**config.mk**
```make
export PLATFORM = sky130hd
export DESIGN_NAME = hpa_regs_flat
export DESIGN_NICKNAME = d
export VERILOG_FILES = /design/src/hdl/heading_pid_antiwindup_core_defines.svh /design/src/hdl/hpa_pkg.sv /design/src/hdl/hpa_cfg_if.sv /design/src/hdl/hpa_regs.sv /design/src/flat_wrapper.sv
export SDC_FILE = /design/constraint.sdc
export NUM_CORES = 1
export LEC_CHECK = 0
export BUFFER_PORTS_ARGS = -buffer_cell sky130_fd_sc_hd__buf_2
export CAP_MARGIN = 20
export CORE_MARGIN = 5
export CORE_UTILIZATION = 51
export DETAILED_ROUTE_END_ITERATION = 10
export GPL_TIMING_DRIVEN = 0
export PLACE_DENSITY = 0.82
export SYNTH_ARGS = -nofsm -noshare
export SYNTH_HDL_FRONTEND = slang
export SYNTH_SLANG_ARGS = --single-unit
```
**constraint.sdc**
```tcl
create_clock -name clk -period 2.14 [get_ports clk]
set_clock_uncertainty 0.2 [all_clocks]
set_input_delay 0.642 -clock clk [delete_from_list [all_inputs] [get_ports clk]]
set_output_delay 0.642 -clock clk [all_outputs]
set_load 0.02 [all_outputs]
```
**src/hdl/heading_pid_antiwindup_core_defines.svh**
```systemverilog
// assertion helpers for the heading controller core
`ifndef HEADING_PID_ANTIWINDUP_CORE_DEFINES_SVH
`define HEADING_PID_ANTIWINDUP_CORE_DEFINES_SVH

// same-cycle implication, held off during reset
`define HPA_ASSERT_SAME(label, clk, rst, ante, cons, msg) \
  label: assert property (@(posedge clk) disable iff (rst) (ante) |-> (cons)) \
    else $error(msg);

// next-cycle implication, held off during reset
`define HPA_ASSERT_NEXT(label, clk, rst, ante, cons, msg) \
  label: assert property (@(posedge clk) disable iff (rst) (ante) |=> (cons)) \
    else $error(msg);

`endif

```
**src/hdl/hpa_pkg.sv**
```systemverilog
`default_nettype none

package hpa_pkg;

  localparam int HEADING_W  = 16;
  localparam int RATE_W     = 32;
  localparam int MOMENT_W   = 32;
  localparam int CFG_IDX_W  = 3;
  localparam int CFG_DATA_W = 32;

  // round(pi * 2^29)
  localparam logic [31:0] PI_Q29 = 32'd1686629713;

  // wide signed format for products and sums
  typedef logic signed [51:0] wide_t;

  typedef enum logic [CFG_IDX_W-1:0] {
    REG_PROP_GAIN     = 3'd0,
    REG_INTEG_GAIN    = 3'd1,
    REG_DERIV_GAIN    = 3'd2,
    REG_OUTPUT_LIMIT  = 3'd3,
    REG_INTEG_LIMIT   = 3'd4,
    REG_SAMPLE_PERIOD = 3'd5
  } reg_idx_t;

  localparam logic [31:0] PROP_GAIN_RST     = 32'd786432;
  localparam logic [31:0] INTEG_GAIN_RST    = 32'd6554;
  localparam logic [31:0] DERIV_GAIN_RST    = 32'd32768;
  localparam logic [30:0] OUTPUT_LIMIT_RST  = 31'd65536000;
  localparam logic [30:0] INTEG_LIMIT_RST   = 31'd6553600;
  localparam logic [16:0] SAMPLE_PERIOD_RST = 17'd6554;

  typedef struct packed {
    logic [31:0] prop_gain;
    logic [31:0] integ_gain;
    logic [31:0] deriv_gain;
    logic [30:0] output_limit;
    logic [30:0] integ_limit;
    logic [16:0] sample_period;
  } cfg_regs_t;

  typedef enum logic [4:0] {
    OP_NONE,
    OP_LOAD,
    OP_MUL_ERR,
    OP_WB_ERR,
    OP_MUL_P,
    OP_WB_P,
    OP_MUL_D,
    OP_WB_D,
    OP_PD,
    OP_TENT,
    OP_MUL_KE,
    OP_WB_KE,
    OP_MUL_INC,
    OP_WB_INC,
    OP_ACC_SUM,
    OP_ACC_CLAMP,
    OP_RES_SUM,
    OP_RES
  } dp_op_t;

  typedef struct packed {
    dp_op_t op;
  } dp_cmd_t;

  typedef struct packed {
    logic freeze;
  } dp_status_t;

  function automatic wide_t clamp_sym(wide_t v, logic [30:0] lim);
    wide_t lim_w;
    lim_w = wide_t'({21'b0, lim});
    if (v > lim_w) begin
      return lim_w;
    end else if (v < -lim_w) begin
      return -lim_w;
    end
    return v;
  endfunction

endpackage

`default_nettype wire

```
**src/hdl/hpa_cfg_if.sv**
```systemverilog
`default_nettype none

interface hpa_cfg_if;
  import hpa_pkg::*;

  logic                  valid;
  logic                  ready;
  logic [CFG_IDX_W-1:0]  index;
  logic [CFG_DATA_W-1:0] data;

  modport source (output valid, index, data, input ready);
  modport sink   (input valid, index, data, output ready);
endinterface

`default_nettype wire

```
**src/hdl/hpa_regs.sv**
```systemverilog
`default_nettype none

module hpa_regs (
  input  wire               clk,
  input  wire               rst,
  hpa_cfg_if.sink           cfg,
  output hpa_pkg::cfg_regs_t regs
);
  import hpa_pkg::*;

  assign cfg.ready = 1'b1;

  always_ff @(posedge clk) begin
    if (rst) begin
      regs.prop_gain     <= PROP_GAIN_RST;
      regs.integ_gain    <= INTEG_GAIN_RST;
      regs.deriv_gain    <= DERIV_GAIN_RST;
      regs.output_limit  <= OUTPUT_LIMIT_RST;
      regs.integ_limit   <= INTEG_LIMIT_RST;
      regs.sample_period <= SAMPLE_PERIOD_RST;
    end else if (cfg.valid) begin
      unique case (cfg.index)
        REG_PROP_GAIN:     regs.prop_gain     <= cfg.data;
        REG_INTEG_GAIN:    regs.integ_gain    <= cfg.data;
        REG_DERIV_GAIN:    regs.deriv_gain    <= cfg.data;
        REG_OUTPUT_LIMIT:  regs.output_limit  <= cfg.data[30:0];
        REG_INTEG_LIMIT:   regs.integ_limit   <= cfg.data[30:0];
        REG_SAMPLE_PERIOD: regs.sample_period <= cfg.data[16:0];
        default: ;  // unknown index ignored
      endcase
    end
  end

endmodule

`default_nettype wire

```
**src/flat_wrapper.sv**
```systemverilog
// flat-port wrapper written by rule: the top's interface ports become plain ports
module hpa_regs_flat import hpa_pkg::*;
  (clk, rst, regs, cfg_valid, cfg_index, cfg_data, cfg_ready);
  hpa_cfg_if cfg_i ();
  input  wire clk;
  input  wire rst;
  output hpa_pkg::cfg_regs_t regs;
  input wire logic [$bits(cfg_i.valid)-1:0] cfg_valid;
  input wire logic [$bits(cfg_i.index)-1:0] cfg_index;
  input wire logic [$bits(cfg_i.data)-1:0] cfg_data;
  output wire logic [$bits(cfg_i.ready)-1:0] cfg_ready;
  assign cfg_i.valid = cfg_valid;
  assign cfg_i.index = cfg_index;
  assign cfg_i.data = cfg_data;
  assign cfg_ready = cfg_i.ready;
  hpa_regs u_core (.clk(clk), .rst(rst), .cfg(cfg_i), .regs(regs));
endmodule
```
Word-level counts from Yosys, hierarchy flattened
Index checks and enable logic that the tools add are counted.
- word-level logic and storage cells: 18
- output and inout bits: 176
- register bits after elaboration: 175
- reductions and logical operators: 7
- equality and inequality tests: 5
- operators by type and width (cell ; count):
    2-bit AND reduction ; 6
    3-bit by 2-bit == test with 1-bit output, second input constant ; 2
    3-bit == test, second input constant ; 2
    3-bit by 1-bit == test with 1-bit output, second input constant ; 1
    3-bit zero test ; 1

Depth between registers and ports, before layout
- word-level depth: 2
- gate-level depth with buffers: 5
- mapped depth without buffers: 2

Least setup slack after synthesis
Ideal clock, no wire load.
- path kind: input -> register
- from: input port cfg_index[0]
- to: register u_core.regs[169] (netlist name)
- arrival: 1.541 ns
- data required time: 1.818 ns
- setup time: 0.122 ns
- stages on the path: 4
- slack: 0.277 ns
- cell sequence: or4b_1 > buf_2 > buf_6 > mux2i_1
- longest elaborated chain between the ends: 2
- RTL lines (what ; RTL line ; source):
    start: declaration ; flat_wrapper.sv:9 ; input wire logic [$bits(cfg_i.index)-1:0] cfg_index;
    3-bit zero test ; hpa_regs.sv:22 ; unique case (cfg.index)
    2-bit AND reduction (no line) ; - ;
No other way between the ends.
A chain may end at the register's enable or synchronous reset.

==> results_dict.tcl <==
set metrics [dict create \
    min_period_ns 1.95 \
    antenna_found_initial 0 \
    grt-ovfl-total 0 \
    wl_met3_um 1630 \
    syn_avg_cell_area_um2 10.9 \
    critPathMaxStageDelay_ns 0.57 \
    place_congestion 0.801 \
    fin_nets 897 \
    regMostFlops "u_core.regs" \
    power.leakage_nw 4.54 \
    wl_met2_um 8840 \
    post_drt_wl_per_cell_um 18.1 \
    die_height_um 126 \
    cts_max_path_buffers 2 \
    synth_cells 629 \
    yosysWarnings 0 \
    hold_path.class "reg -> reg" \
    ys_seq_elements 175 \
    cts-buffers-inserted 17 \
    fillers 1092 \
    powerDensity_nw_per_um2 782 \
    dpl_cell_area_um2 8130 \
    grt_pass1_wl_um 29700 \
    yosys-top-cells-area "dfxtp_1 51%, mux2i_1 26%, nand2b_1 17%" \
    cts_tree "built" \
    die_area_um2 15800 \
    synth.net_count 667 \
    rr_startpoint "u_core.regs[146]" \
    synthTopCellsByCount "181 x nand2b_1, 175 x dfxtp_1, 175 x mux2i_1" \
    start_kind "input port" \
    combPwrFrac 0.084 \
    drive_gt1_frac 0.298 \
    regArea_um2 3500 \
    cts_setup_buffers 0 \
    grt_max_degree 17 \
    start_util 0.519 \
    cts.sinks 175 \
    synth_most_common_cell "nand2b_1" \
    setup_ws_ns 0.188 \
    required_ns 2.29 \
    irDropWorstVdd_uv 471 \
    via_per_inst 5.01 \
    hold_violations 0 \
    swShare 0.234 \
    outcome "complete, no violations" \
    async_reset_ff_frac 0 \
    cp_slowest_cell "clkbuf_1" \
    crit_path_cell_trace "clkbuf_1 > clkbuf_1 > nor2_1 > mux2i_1" \
    fmaxAchievable_ghz 0.512 \
    largest_register_ffs 175 \
    setup.worst_path.start "rst" \
    setup_violations 0 \
    reg2reg_setup_slack_ns 1.29 \
    endpoint "u_core.regs[1]" \
    grt_pass1_vias 5493 \
    synth_top_area_share 0.511 \
    fin_worst_hold_slack_ns 0.270 \
    layout-area-overhead-vs-synth_pct 26.4 \
    reg.largest.list "u_core.regs (175)" \
    rsz0062_at_grt "no" \
    path_max_fanout 10 \
    synthesis.area_um2 6850 \
    power.total_mw 6.77 \
    fin_util 0.656 \
    synth-seq-area-share 0.511 \
    slew_violations 0 \
    relSlewSlack 0.551 \
    ant_nets 0 \
    grt_use_total 0.239 \
    finalCritPeriodShare 0.912 \
    crit_type "in -> reg" \
    io-pin-count 214 \
    cts.repair.resized 0 \
    rows 42 \
    top_layer "met4" \
    reg2regPathDepth 2 \
    met1_length_um 8060 \
    power.switching_mw 1.58 \
    postCtsHoldBufs 0 \
    portBuffers 211 \
    crit_top_cell "clkbuf_1" \
    diodes 0 \
    drv_cap 0 \
    worst_pin_slew_ns 0.673 \
    yosysUniqueCellTypes 15 \
    insertion_delay_ns 0.42 \
    p_int_mw 5.19 \
    cts-root-buf "clkbuf_16" \
    pre_cts_ws_ns -0.225 \
    coreArea_um2 13200 \
    drt_iter0_markers 224 \
    yosys.area.top_type "dfxtp_1" \
    synth_edf_count 0 \
    clkPwrFrac 0.418 \
    hpwl_um 13900 \
    worstPathArrival_ns 2.10 \
    h-tree-depth 4 \
    design_area_um2 8660 \
    drc 0 \
    seqPwrFrac 0.498 \
    multi_input_area_um2 3130 \
    r2r-end "u_core.regs[146]" \
    path_clk_slew_ns 0.06 \
    firstDrtPassIters 4 \
    wl_um 18900 \
    vias 5239 \
    fp.dieW_um 126 \
    endpoint_kind "register" \
    synth_top_flop_cell "dfxtp_1" \
]
## worst max-delay path: cells and delay by family
family | cells | cell delay [ns]
AND/OR/NAND/NOR | 1 | 0.22
buffers and inverters | 2 | 1.07
multiplexers | 1 | 0.16
## stage by stage
step | setup TNS (ns) | cells
after CTS | 0 | 1045
after global routing | 0 | 1045
after global placement | -3.56 | 1016
after detailed placement | -4.43 | 1016
after floorplan | 0 | 629
final | 0 | 1045
## final cells by class
class | count | share of cell area
Multi-Input combinational cell | 407 | 0.362
Buffer | 47 | 0.0249
Sequential cell | 175 | 0.405
Clock buffer | 22 | 0.0536
Clock inverter | 7 | 0.00752
Tap cell | 176 | 0.0254
Timing Repair Buffer | 211 | 0.122
## how the worst min path moves through the flow
stage                     start  slack, ns               end  cells past startpoint
2_1_floorplan  u_core.regs[100]       0.35  u_core.regs[100]                      2
3_3_place_gp    u_core.regs[29]       0.26   u_core.regs[29]                      2
3_5_place_dp   u_core.regs[159]       0.26  u_core.regs[159]                      2
4_1_cts        u_core.regs[148]       0.27  u_core.regs[148]                      2
5_1_grt        u_core.regs[159]       0.28  u_core.regs[159]                      2
6_report       u_core.regs[159]       0.27  u_core.regs[159]                      2
## routing by layer
layer,up-vias,GRT usage
met5,-,0
met4,0,0.0858
met3,26,0.0919
met2,175,0.389
met1,2503,0.290
li1,2535,-
## cell families after synthesis
family | synth area share
other cells | 0.000547
flops | 0.511
mux | 0.256
simple gates | 0.201
buf+inv | 0.0314
## cells in the final DEF, fill, tap and decap left out
cell type / n
nand4bb_1: 3
clkbuf_1: 28
clkinvlp_4: 2
bufinv_16: 1
clkbuf_8: 2
nand4b_1: 2
nor4b_1: 1
conb_1: 1
buf_6: 1
and4b_1: 1
nor4bb_1: 1
buf_2: 230
or4b_1: 1
clkinv_2: 4
nor2_1: 41
buf_4: 2
mux2i_1: 175
dfxtp_1: 175
nand2b_1: 181
clkbuf_16: 17
## power by group through the flow
stage,Combinational (mW),Clock (mW),Sequential [mW]
after floorplan,0.263,0,3.53
after global placement,0.566,0,3.44
after detailed placement,0.570,0,3.44
after CTS,0.573,2.87,3.37
after global routing,0.610,3.02,3.38
final,0.568,2.83,3.37
(Power assumes the default switching activity.)
