## src/hdl/heading_pid_antiwindup_core_defines.svh

```systemverilog
// assertion helpers for the heading controller core
`ifndef HEADING_PID_ANTIWINDUP_CORE_DEFINES_SVH
`define HEADING_PID_ANTIWINDUP_CORE_DEFINES_SVH

// same-cycle implication, held off during reset
`define HPA_ASSERT_SAME(label, clk, rst, ante, cons, msg) \
  label: assert property (@(posedge clk) disable iff (rst) (ante) |-> (cons)) \
    else $error(msg);

// next-cycle implication, held off during reset
`define HPA_ASSERT_NEXT(label, clk, rst, ante, cons, msg) \
  label: assert property (@(posedge clk) disable iff (rst) (ante) |=> (cons)) \
    else $error(msg);

`endif

```

## src/hdl/hpa_pkg.sv

```systemverilog
`default_nettype none

package hpa_pkg;

  localparam int HEADING_W  = 16;
  localparam int RATE_W     = 32;
  localparam int MOMENT_W   = 32;
  localparam int CFG_IDX_W  = 3;
  localparam int CFG_DATA_W = 32;

  // round(pi * 2^29)
  localparam logic [31:0] PI_Q29 = 32'd1686629713;

  // wide signed format for products and sums
  typedef logic signed [51:0] wide_t;

  typedef enum logic [CFG_IDX_W-1:0] {
    REG_PROP_GAIN     = 3'd0,
    REG_INTEG_GAIN    = 3'd1,
    REG_DERIV_GAIN    = 3'd2,
    REG_OUTPUT_LIMIT  = 3'd3,
    REG_INTEG_LIMIT   = 3'd4,
    REG_SAMPLE_PERIOD = 3'd5
  } reg_idx_t;

  localparam logic [31:0] PROP_GAIN_RST     = 32'd786432;
  localparam logic [31:0] INTEG_GAIN_RST    = 32'd6554;
  localparam logic [31:0] DERIV_GAIN_RST    = 32'd32768;
  localparam logic [30:0] OUTPUT_LIMIT_RST  = 31'd65536000;
  localparam logic [30:0] INTEG_LIMIT_RST   = 31'd6553600;
  localparam logic [16:0] SAMPLE_PERIOD_RST = 17'd6554;

  typedef struct packed {
    logic [31:0] prop_gain;
    logic [31:0] integ_gain;
    logic [31:0] deriv_gain;
    logic [30:0] output_limit;
    logic [30:0] integ_limit;
    logic [16:0] sample_period;
  } cfg_regs_t;

  typedef enum logic [4:0] {
    OP_NONE,
    OP_LOAD,
    OP_MUL_ERR,
    OP_WB_ERR,
    OP_MUL_P,
    OP_WB_P,
    OP_MUL_D,
    OP_WB_D,
    OP_PD,
    OP_TENT,
    OP_MUL_KE,
    OP_WB_KE,
    OP_MUL_INC,
    OP_WB_INC,
    OP_ACC_SUM,
    OP_ACC_CLAMP,
    OP_RES_SUM,
    OP_RES
  } dp_op_t;

  typedef struct packed {
    dp_op_t op;
  } dp_cmd_t;

  typedef struct packed {
    logic freeze;
  } dp_status_t;

  function automatic wide_t clamp_sym(wide_t v, logic [30:0] lim);
    wide_t lim_w;
    lim_w = wide_t'({21'b0, lim});
    if (v > lim_w) begin
      return lim_w;
    end else if (v < -lim_w) begin
      return -lim_w;
    end
    return v;
  endfunction

endpackage

`default_nettype wire

```

## src/hdl/hpa_ctrl.sv

```systemverilog
`default_nettype none

module hpa_ctrl (
  input  wire                  clk,
  input  wire                  rst,
  input  wire                  in_valid,
  output logic                 in_ready,
  output logic                 out_valid,
  input  wire                  out_ready,
  output hpa_pkg::dp_cmd_t     cmd,
  input  hpa_pkg::dp_status_t  status
);
  import hpa_pkg::*;

  typedef enum logic [4:0] {
    S_IDLE,
    S_ERR_M,
    S_ERR_W,
    S_P_M,
    S_P_W,
    S_D_M,
    S_D_W,
    S_PD,
    S_TENT,
    S_CHK,
    S_KE_M,
    S_KE_W,
    S_INC_M,
    S_INC_W,
    S_ASUM,
    S_ACLMP,
    S_RSUM,
    S_RES
  } state_t;

  state_t state;
  logic   res_free;

  assign in_ready = (state == S_IDLE);
  assign res_free = !out_valid || out_ready;

  always_comb begin
    cmd.op = OP_NONE;
    unique case (state)
      S_IDLE:  if (in_valid) cmd.op = OP_LOAD;
      S_ERR_M: cmd.op = OP_MUL_ERR;
      S_ERR_W: cmd.op = OP_WB_ERR;
      S_P_M:   cmd.op = OP_MUL_P;
      S_P_W:   cmd.op = OP_WB_P;
      S_D_M:   cmd.op = OP_MUL_D;
      S_D_W:   cmd.op = OP_WB_D;
      S_PD:    cmd.op = OP_PD;
      S_TENT:  cmd.op = OP_TENT;
      S_CHK:   cmd.op = OP_NONE;
      S_KE_M:  cmd.op = OP_MUL_KE;
      S_KE_W:  cmd.op = OP_WB_KE;
      S_INC_M: cmd.op = OP_MUL_INC;
      S_INC_W: cmd.op = OP_WB_INC;
      S_ASUM:  cmd.op = OP_ACC_SUM;
      S_ACLMP: cmd.op = OP_ACC_CLAMP;
      S_RSUM:  cmd.op = OP_RES_SUM;
      S_RES:   if (res_free) cmd.op = OP_RES;
      default: cmd.op = OP_NONE;
    endcase
  end

  always_ff @(posedge clk) begin
    if (rst) begin
      state     <= S_IDLE;
      out_valid <= 1'b0;
    end else begin
      if (state == S_RES && res_free) begin
        out_valid <= 1'b1;
      end else if (out_valid && out_ready) begin
        out_valid <= 1'b0;
      end
      unique case (state)
        S_IDLE:  if (in_valid) state <= S_ERR_M;
        S_ERR_M: state <= S_ERR_W;
        S_ERR_W: state <= S_P_M;
        S_P_M:   state <= S_P_W;
        S_P_W:   state <= S_D_M;
        S_D_M:   state <= S_D_W;
        S_D_W:   state <= S_PD;
        S_PD:    state <= S_TENT;
        S_TENT:  state <= S_CHK;
        S_CHK:   state <= status.freeze ? S_RSUM : S_KE_M;
        S_KE_M:  state <= S_KE_W;
        S_KE_W:  state <= S_INC_M;
        S_INC_M: state <= S_INC_W;
        S_INC_W: state <= S_ASUM;
        S_ASUM:  state <= S_ACLMP;
        S_ACLMP: state <= S_RSUM;
        S_RSUM:  state <= S_RES;
        S_RES:   if (res_free) state <= S_IDLE;
        default: state <= S_IDLE;
      endcase
    end
  end

endmodule

`default_nettype wire

```

## config.mk

```make
export PLATFORM = sky130hd
export DESIGN_NAME = hpa_ctrl
export DESIGN_NICKNAME = d
export VERILOG_FILES = /design/src/hdl/heading_pid_antiwindup_core_defines.svh /design/src/hdl/hpa_pkg.sv /design/src/hdl/hpa_ctrl.sv
export SDC_FILE = /design/constraint.sdc
export NUM_CORES = 1
export LEC_CHECK = 0
export ABC_AREA = 1
export ABC_CLOCK_PERIOD_IN_PS = 1600
export BUFFER_PORTS_ARGS = -buffer_cell sky130_fd_sc_hd__buf_2
export CELL_PAD_IN_SITES_DETAIL_PLACEMENT = 1
export CELL_PAD_IN_SITES_GLOBAL_PLACEMENT = 2
export CORE_UTILIZATION = 24
export CTS_CLUSTER_SIZE = 20
export DETAILED_ROUTE_END_ITERATION = 10
export GPL_TIMING_DRIVEN = 0
export PLACE_DENSITY = 0.73
export SYNTH_ARGS = -nofsm -noshare
export SYNTH_HDL_FRONTEND = slang
export SYNTH_SLANG_ARGS = --single-unit
```

## constraint.sdc

```tcl
create_clock -name clk -period 1.6 [get_ports clk]
set_input_delay 0.24 -clock clk [delete_from_list [all_inputs] [get_ports clk]]
set_output_delay 0.24 -clock clk [all_outputs]
set_load 0.03 [all_outputs]
```

After elaboration in Yosys (flattened, before gate mapping)
Cells that the tools add are included.
{ "word_totals": {"reg_bits": 6, "in_bits": 5, "out_inout_bits": 7, "elab_cells": 37} }
{ "classes": {"n_eq_ne": 19, "mux": 9, "reduce_logical": 7} }
{ "ops": {"columns": ["op", "n"], "rows": [
  ["5-bit case mux with 18 select lines", 1],
  ["5-bit case mux with 17 select lines", 1],
  ["5-bit by 4-bit == test with 1-bit output (second input constant)", 8],
  ["5-bit by 3-bit == test with 1-bit output (second input constant)", 4],
  ["5-bit 2-to-1 mux", 4],
  ["5-bit by 2-bit == test with 1-bit output (second input constant)", 2],
  ["5-bit == test (second input constant)", 2],
  ["5-bit by 1-bit == test with 1-bit output (second input constant)", 1],
  ["5-bit logical NOT", 1],
  ["2-bit inequality test (second input constant)", 2],
  ["1-bit 2-to-1 mux", 3],
  ["1-bit logical AND", 2],
  ["2-bit AND reduction", 1],
  ["2-bit nonzero test", 1],
  ["1-bit logical NOT", 1],
  ["1-bit logical OR", 1]
]} }

Depth between registers and ports, before layout
Gate-level depths: netlist (run 1).
{ "logic_depth": {"word_depth": 4, "ltp_mapped": 8, "mapped_depth_nobuf": 8} }

Worst setup path after synthesis (run 1)
No wires, ideal clock.
{ "synth_path": {"path_type": "register to output", "start": "reg state[3]", "end": "out cmd[4] (netlist bit)", "arrival_ns": 1.391, "required_time_ns": 1.360, "setup_slack_ns": -0.031, "path_stages_with_launch": 4, "path_buffers": 0, "path_cell_list": "dfxtp_1 nor2_1 nand3_2 o21ai_0"} }
{ "synth_rtl": {"columns": ["item", "line_no", "text"], "rows": [
  ["start: declaration", "hpa_ctrl.sv:36", "state_t state;"],
  ["start signal: assignment", "hpa_ctrl.sv:87", "S_CHK: state <= status.freeze ? S_RSUM : S_KE_M;"],
  ["end: declaration", "hpa_ctrl.sv:10", "output hpa_pkg::dp_cmd_t cmd,"]
]} }

==> metrics.csv, run 1 <==
metric;value;unit
cts_sink_count;6;
grt_residual_overflow;0;
clock-root-buffer;clkbuf_4;
cp-start-kind;flop;
critical_path.max_stage_delay;0.36;ns
post-route-drc-count;0;
vias_per_cell;4.62;
layout.cells.most_common_list;inv_1 (9), nor2_1 (9), buf_4 (9), nand2_1 (8), nand3_1 (7);
final_count_of_hold_timing_violations;0;
timing.final.max_slew_violations;0;
dpl-instance-area;557;µm²
cts_max_level;1;
synth-simple-area-share;0.457;
synth_seq_area_share;0.255;
finalPower;0.000914;W
dr_vias;587;
fp.coreArea;0.00178;mm²
avgSynthCellArea;5.81;µm²
die_h;46.3;µm
number_of_antenna_violations_at_the_first_check_in_global_routing;0;
cts_inserted_buffers;3;
clk_latency;0.23;ns
routedLengthMet1;742;µm
fillCellCount;240;
timing.fmax;0.637;GHz
gate_count_of_the_mapped_netlist;81;
worst_ep_arrival_time;1.33;ns
cp_cell_sequence;nor2_4, nand2_2, inv_1, nand2_2, inv_2, nand2_2, nand3_2, buf_6;
crit_slowest_cell;dfxtp_4;
grt_start_max_net_pins;10;
cts_tree;done;
initial_utilization;0.264;
ys.warnings.count;0;
pin_count;12;
globalRouteTotalUtil;0.152;
postSynthRegisterBits;6;
design.die.area;0.00214;mm²
status;complete, no violations;
wirelength;1.55;mm
netlist_area_before_placement;470;µm²
routed-wl-met2;792;µm
share_of_synthesized_cell_area_in_full_adder_half_adder_and_majority_cells;0;
dominant_combinational_cell_family_by_area_after_synthesis;simple AND/OR/NAND/NOR gates;
dr_wl_met3;18;µm
area_added_between_synthesis_and_finish;66.2;%
max_cap_viol_count;0;
cellLeakagePower;0.388;nW
place_hpwl;1.10;mm
finish.instance_area;782;µm²
drtPass1Iterations;2;
grt_pass1_wl;2.28;mm
design.final.nets;109;
grt_pass1_vias;518;
critical_path_class;reg2out;
drt_first_iter_violations;1;
wire_per_inst;12.2;µm
final_antenna_net_count;0;
rsz_0062_raised_after_global_routing;true;
ant_diodes;0;
yosys.cell_types.count;18;
timing.critical_path.buf_inv;3;
cp-end-kind;output pin;
die_width;46.3;µm
relSlewSlack;0.839;
worst_ep_required_time;1.36;ns
layout-drive-gt1-share;0.569;
critical-path-top-cell-by-count;nand2_2;
crit_path_leading_delay_family;simple AND/OR/NAND/NOR gates;
synth.net_count;86;
synth-xor-area-share;0;
finalSetupViolations;0;
worst-path-max-fanout;4;
routabilityCongestion;0.762;
synth_compound_gate_area_share;0.160;
rows;15;
finalClockSkew;0.000407;ns
hold_class;in2reg;
worst_vdd_drop;0.420;mV
cts_max_path_buffers;2;
tightestPinTransition;0.240;ns
multiplexer_share_of_the_synthesized_area;0;
port_buffers;11;
highest-signal-layer;met3;
fin_crit;1.57;ns
powerDensity;1170;mW/mm²
clk_transition_reported_paths;0.04;ns
period_share;0.981;
-- registers in the layout (all words and copies together) (netlist names) --
| name | cells |
|---|---|
| state | 5 |
| out_valid | 1 |
-- cell usage after synthesis --
library cell,number,area (µm²)
a21oi_2,1,8.76
o21ai_1,2,10.0
nor2_4,1,11.3
nor2_1,15,56.3
o2111ai_1,1,8.76
dfxtp_1,6,120
inv_1,13,48.8
inv_2,3,11.3
nand4_1,1,6.26
nor3_1,2,10.0
nand3_2,2,20.0
o21ai_0,6,30.0
a21oi_1,2,10.0
nor2_2,2,12.5
nand3_1,8,40.0
o31ai_1,1,7.51
nand2_1,14,52.6
or2_2,1,6.26
-- metrics by stage --
| stage | hold slack [ns] | setup WS [ns] | std cells | setup TNS, ns | util |
|---|---|---|---|---|---|
| after floorplan | 0.302 | 0.0359 | 81 | 0 | - |
| after global placement | 0.467 | 0.0282 | 117 | 0 | 0.312 |
| after detailed placement | 0.469 | 0.0357 | 117 | 0 | 0.312 |
| after CTS | 0.208 | 0.00211 | 120 | 0 | 0.345 |
| after global routing | 0.216 | -0.0377 | 127 | -0.0733 | 0.439 |
| final | 0.209 | 0.0303 | 127 | 0 | 0.439 |
-- report_power, final --
group / switching (W) / internal [W] / leakage, nW / total (W)
clock network: 0.0000455 / 0.0000842 / 0.0138 / 0.000130
registers: 0.0000647 / 0.000177 / 0.0525 / 0.000242
logic: 0.000319 / 0.000224 / 0.322 / 0.000542
-- worst paths after layout --
check	start	end	slack, ns	cells past startpoint
max	state[3]	cmd[0]	0.03	8
min	rst	state[0]	0.21	2
max reg2reg	state[0]	state[0]	0.20	8
min reg2reg	out_valid	out_valid	0.63	4
-- per-layer routing --
metal	up-vias	global-route usage
met5	-	0
met4	0	0.0706
met3	0	0.0235
met2	5	0.231
met1	278	0.207
li1	304	-
-- layout make-up --
type	count	area [µm²]	share of cell area
Tap cell	25	31.3	0.0400
Sequential cell	6	139	0.178
Timing Repair Buffer	18	140	0.179
Multi-Input combinational cell	59	382	0.488
Inverter	16	67.6	0.0864
Clock buffer	3	22.5	0.0288
-- kinds of logic after synthesis --
logic type,Yosys count
compound gates,13
flops,6
simple gates,46
buf+inv,16
-- timing repair --
action                                  CTS  global route
endpoints found under the setup margin    6             6
buffers inserted                          0             7
resized for setup                        14            39
pin swaps                                 1             7
hold buffers                              0             0
Power figures use the tool's default switching activity.
==> run 2, diff against run 1 <==
--- a/config.mk
+++ b/config.mk
@@ -14,7 +14,7 @@
 export CTS_CLUSTER_SIZE = 20
 export DETAILED_ROUTE_END_ITERATION = 10
 export GPL_TIMING_DRIVEN = 0
-export PLACE_DENSITY = 0.73
+export PLACE_DENSITY = 0.77
 export SYNTH_ARGS = -nofsm -noshare
 export SYNTH_HDL_FRONTEND = slang
 export SYNTH_SLANG_ARGS = --single-unit
==> run 2 against run 1 <==
Compared with the run above:
- clock-buffer cell count is the same
- cell count grew 0.79%
- clock skew grew 0.0013 ns
- sequential power grew 2%
- sequential cell count is the same
- largest cell class unchanged
==> metrics.csv, run 2 (synthesis gave the netlist of run 1 again) <==
metric;value;unit;change
status;complete, no violations;;
p_seq_frac;0.270;;+0.005
drt_first_iter_violations;11;;+10
switching_share_of_power;0.479;;+0.00927
critical-path-top-cell-by-count;nand2_2;;
die_width;46.3;µm;unchanged
critical_path.max_stage_delay;0.37;ns;about the same
worst-path-max-fanout;5;;+1
min_delay_path_depth;2;;unchanged
largest_registers;state (5), out_valid (1);;
relSlewSlack;0.838;;-0.000847
final_core_util;0.447;;+0.00842
timing.fmax;0.640;GHz;+0.49%
clk_latency;0.24;ns;about the same
routabilityCongestion;0.796;;+4.6%
dr_vias;605;;+3.1%
switching_power;0.000435;W;+1.4%
port_buffers;11;;unchanged
grt_residual_overflow;0;;unchanged
cp-start-kind;flop;;
number_of_buffers_inserted_by_hold_repair_at_cts;0;;unchanged
rows;15;;unchanged
timing.final.max_slew_violations;0;;unchanged
period_share;0.976;;-0.00481
powerDensity;1140;mW/mm²;-2.5%
fin_crit;1.56;ns;-0.00769 ns
globalRouteTotalUtil;0.158;;+0.00575
power_frac_comb;0.586;;-0.007
clock_power_share;0.144;;+0.002
drtPass1Iterations;4;;+2
finalPower;0.000909;W;-0.58%
critical_path_depth;8;;unchanged
preCtsSetupSlack;0.0304;ns;-0.00531 ns
finalClockSkew;0.00168;ns;+0.00127 ns
critical_path_class;reg2out;;
cts_sink_count;6;;unchanged
clk_transition_reported_paths;0.04;ns;about the same
cts_inserted_buffers;3;;unchanged
worstRegToRegCells;7;;-1
pin_count;12;;unchanged
rsz_0062_raised_after_global_routing;true;;
cellLeakagePower;0.397;nW;+2.4%
dpl-instance-area;557;µm²;unchanged
worst_ep_required_time;1.36;ns;about the same
layout_setup_ws;0.0380;ns;+0.00769 ns
post-route-drc-count;0;;unchanged
fillCellCount;235;;-2.1%
cp_cell_sequence;nor2_4, nand2_2, inv_2, nand2_2, inv_2, nand2_2, nand3_2, buf_6;;
grt_start_max_net_pins;10;;unchanged
cp-end-kind;output pin;;
worst_vdd_drop;0.474;mV;+13%
layout-drive-gt1-share;0.592;;+0.0236
wirelength;1.69;mm;+9.0%
power.internal;0.000474;W;-2.3%
area_added_between_synthesis_and_finish;69.4;%;
vias_per_cell;4.73;;+2.3%
design.final.nets;110;;+0.92%
design.die.area;0.00214;mm²;unchanged
timing.critical_path.buf_inv;3;;unchanged
final_antenna_net_count;0;;unchanged
finalSetupViolations;0;;unchanged
grt_pass1_wl;2.30;mm;+1.2%
initial_utilization;0.264;;unchanged
tightestPinTransition;0.241;ns;+0.00110 ns
fp.coreArea;0.00178;mm²;unchanged
hold_class;in2reg;;
crit_slowest_cell;dfxtp_4;;
number_of_antenna_violations_at_the_first_check_in_global_routing;0;;unchanged
place_hpwl;1.08;mm;-1.6%
ant_diodes;0;;unchanged
mostFrequentLayoutCell;buf_4;;
hold_ws;0.212;ns;+0.00313 ns
final_count_of_hold_timing_violations;0;;unchanged
die_h;46.3;µm;unchanged
grt_pass1_vias;554;;+6.9%
layout.cells.most_common_list;buf_4 (10), nor2_1 (9), nand2_1 (8);;
cts_max_level;1;;unchanged
finish.instance_area;797;µm²;+1.9%
clock-root-buffer;clkbuf_4;;
worst_ep_arrival_time;1.32;ns;about the same
flip_flop_count_of_the_largest_register_all_copies_and_words_added;5;;unchanged
cts_tree;done;;
cts_max_path_buffers;2;;unchanged
max_cap_viol_count;0;;unchanged
max_flop_register;state;;
wire_per_inst;13.2;µm;+8.1%
crit_path_leading_delay_family;simple AND/OR/NAND/NOR gates;;
==> run 2: changes by cell type in the layout (fill, tap and decap cells not counted), sizes merged <==
cell / before / now
buf: 18 / 19
==> run 2: metrics by stage <==
stage          setup TNS [ns]  cells
3_3_place_gp                0    117
4_1_cts             -0.000799    120
2_1_floorplan               0     81
6_report                    0    128
3_5_place_dp                0    117
5_1_grt                -0.175    128
==> run 2: what timing repair did <==
action	4_1_cts	5_1_grt
setup buffers	0	8
pin swaps	1	12
hold endpoints to repair	0	0
resized for setup	19	39
endpoints found under the setup margin	6	5
gates cloned	0	0
==> run 2: path summary, 6_finish.rpt <==
path             start         to  slack, ns
min                rst   state[0]       0.21
max reg2reg   state[3]   state[3]       0.24
max           state[2]     cmd[0]       0.04
min reg2reg  out_valid  out_valid       0.67
==> run 2: cell type report <==
class,instances,area [µm²],share of cell area
Inverter,16,67.6,0.0848
Clock buffer,3,22.5,0.0283
Sequential cell,6,139,0.174
Timing Repair Buffer,19,133,0.166
Tap cell,25,31.3,0.0392
Multi-Input combinational cell,59,404,0.507
==> run 2: worst reg2reg max path, stage by stage (launching register included) <==
cell	delay, ns
dfxtp_4	0.40
inv_4	0.05
nor2_4	0.18
buf_4	0.15
nand3_1	0.10
o21ai_1	0.24
nor3_1	0.09
nor2_1	0.08
==> run 2: power by group through the flow <==
stage	clock network (W)	logic (W)	registers, W
after floorplan	0	0.000274	0.000197
after global placement	0	0.000356	0.000209
after detailed placement	0	0.000359	0.000207
after CTS	0.000142	0.000384	0.000214
after global routing	0.000156	0.000574	0.000250
final	0.000131	0.000532	0.000246
==> run 2: per-layer routing <==
layer | wire length [µm] | up-vias | global-route usage | part of all wire
met3 | 54 | 2 | 0.0235 | 0.032
met2 | 893 | 12 | 0.254 | 0.53
met4 | 10 | 0 | 0.106 | 0.0059
li1 | - | 305 | - | -
met1 | 734 | 286 | 0.191 | 0.43
met5 | 0 | - | 0 | 0
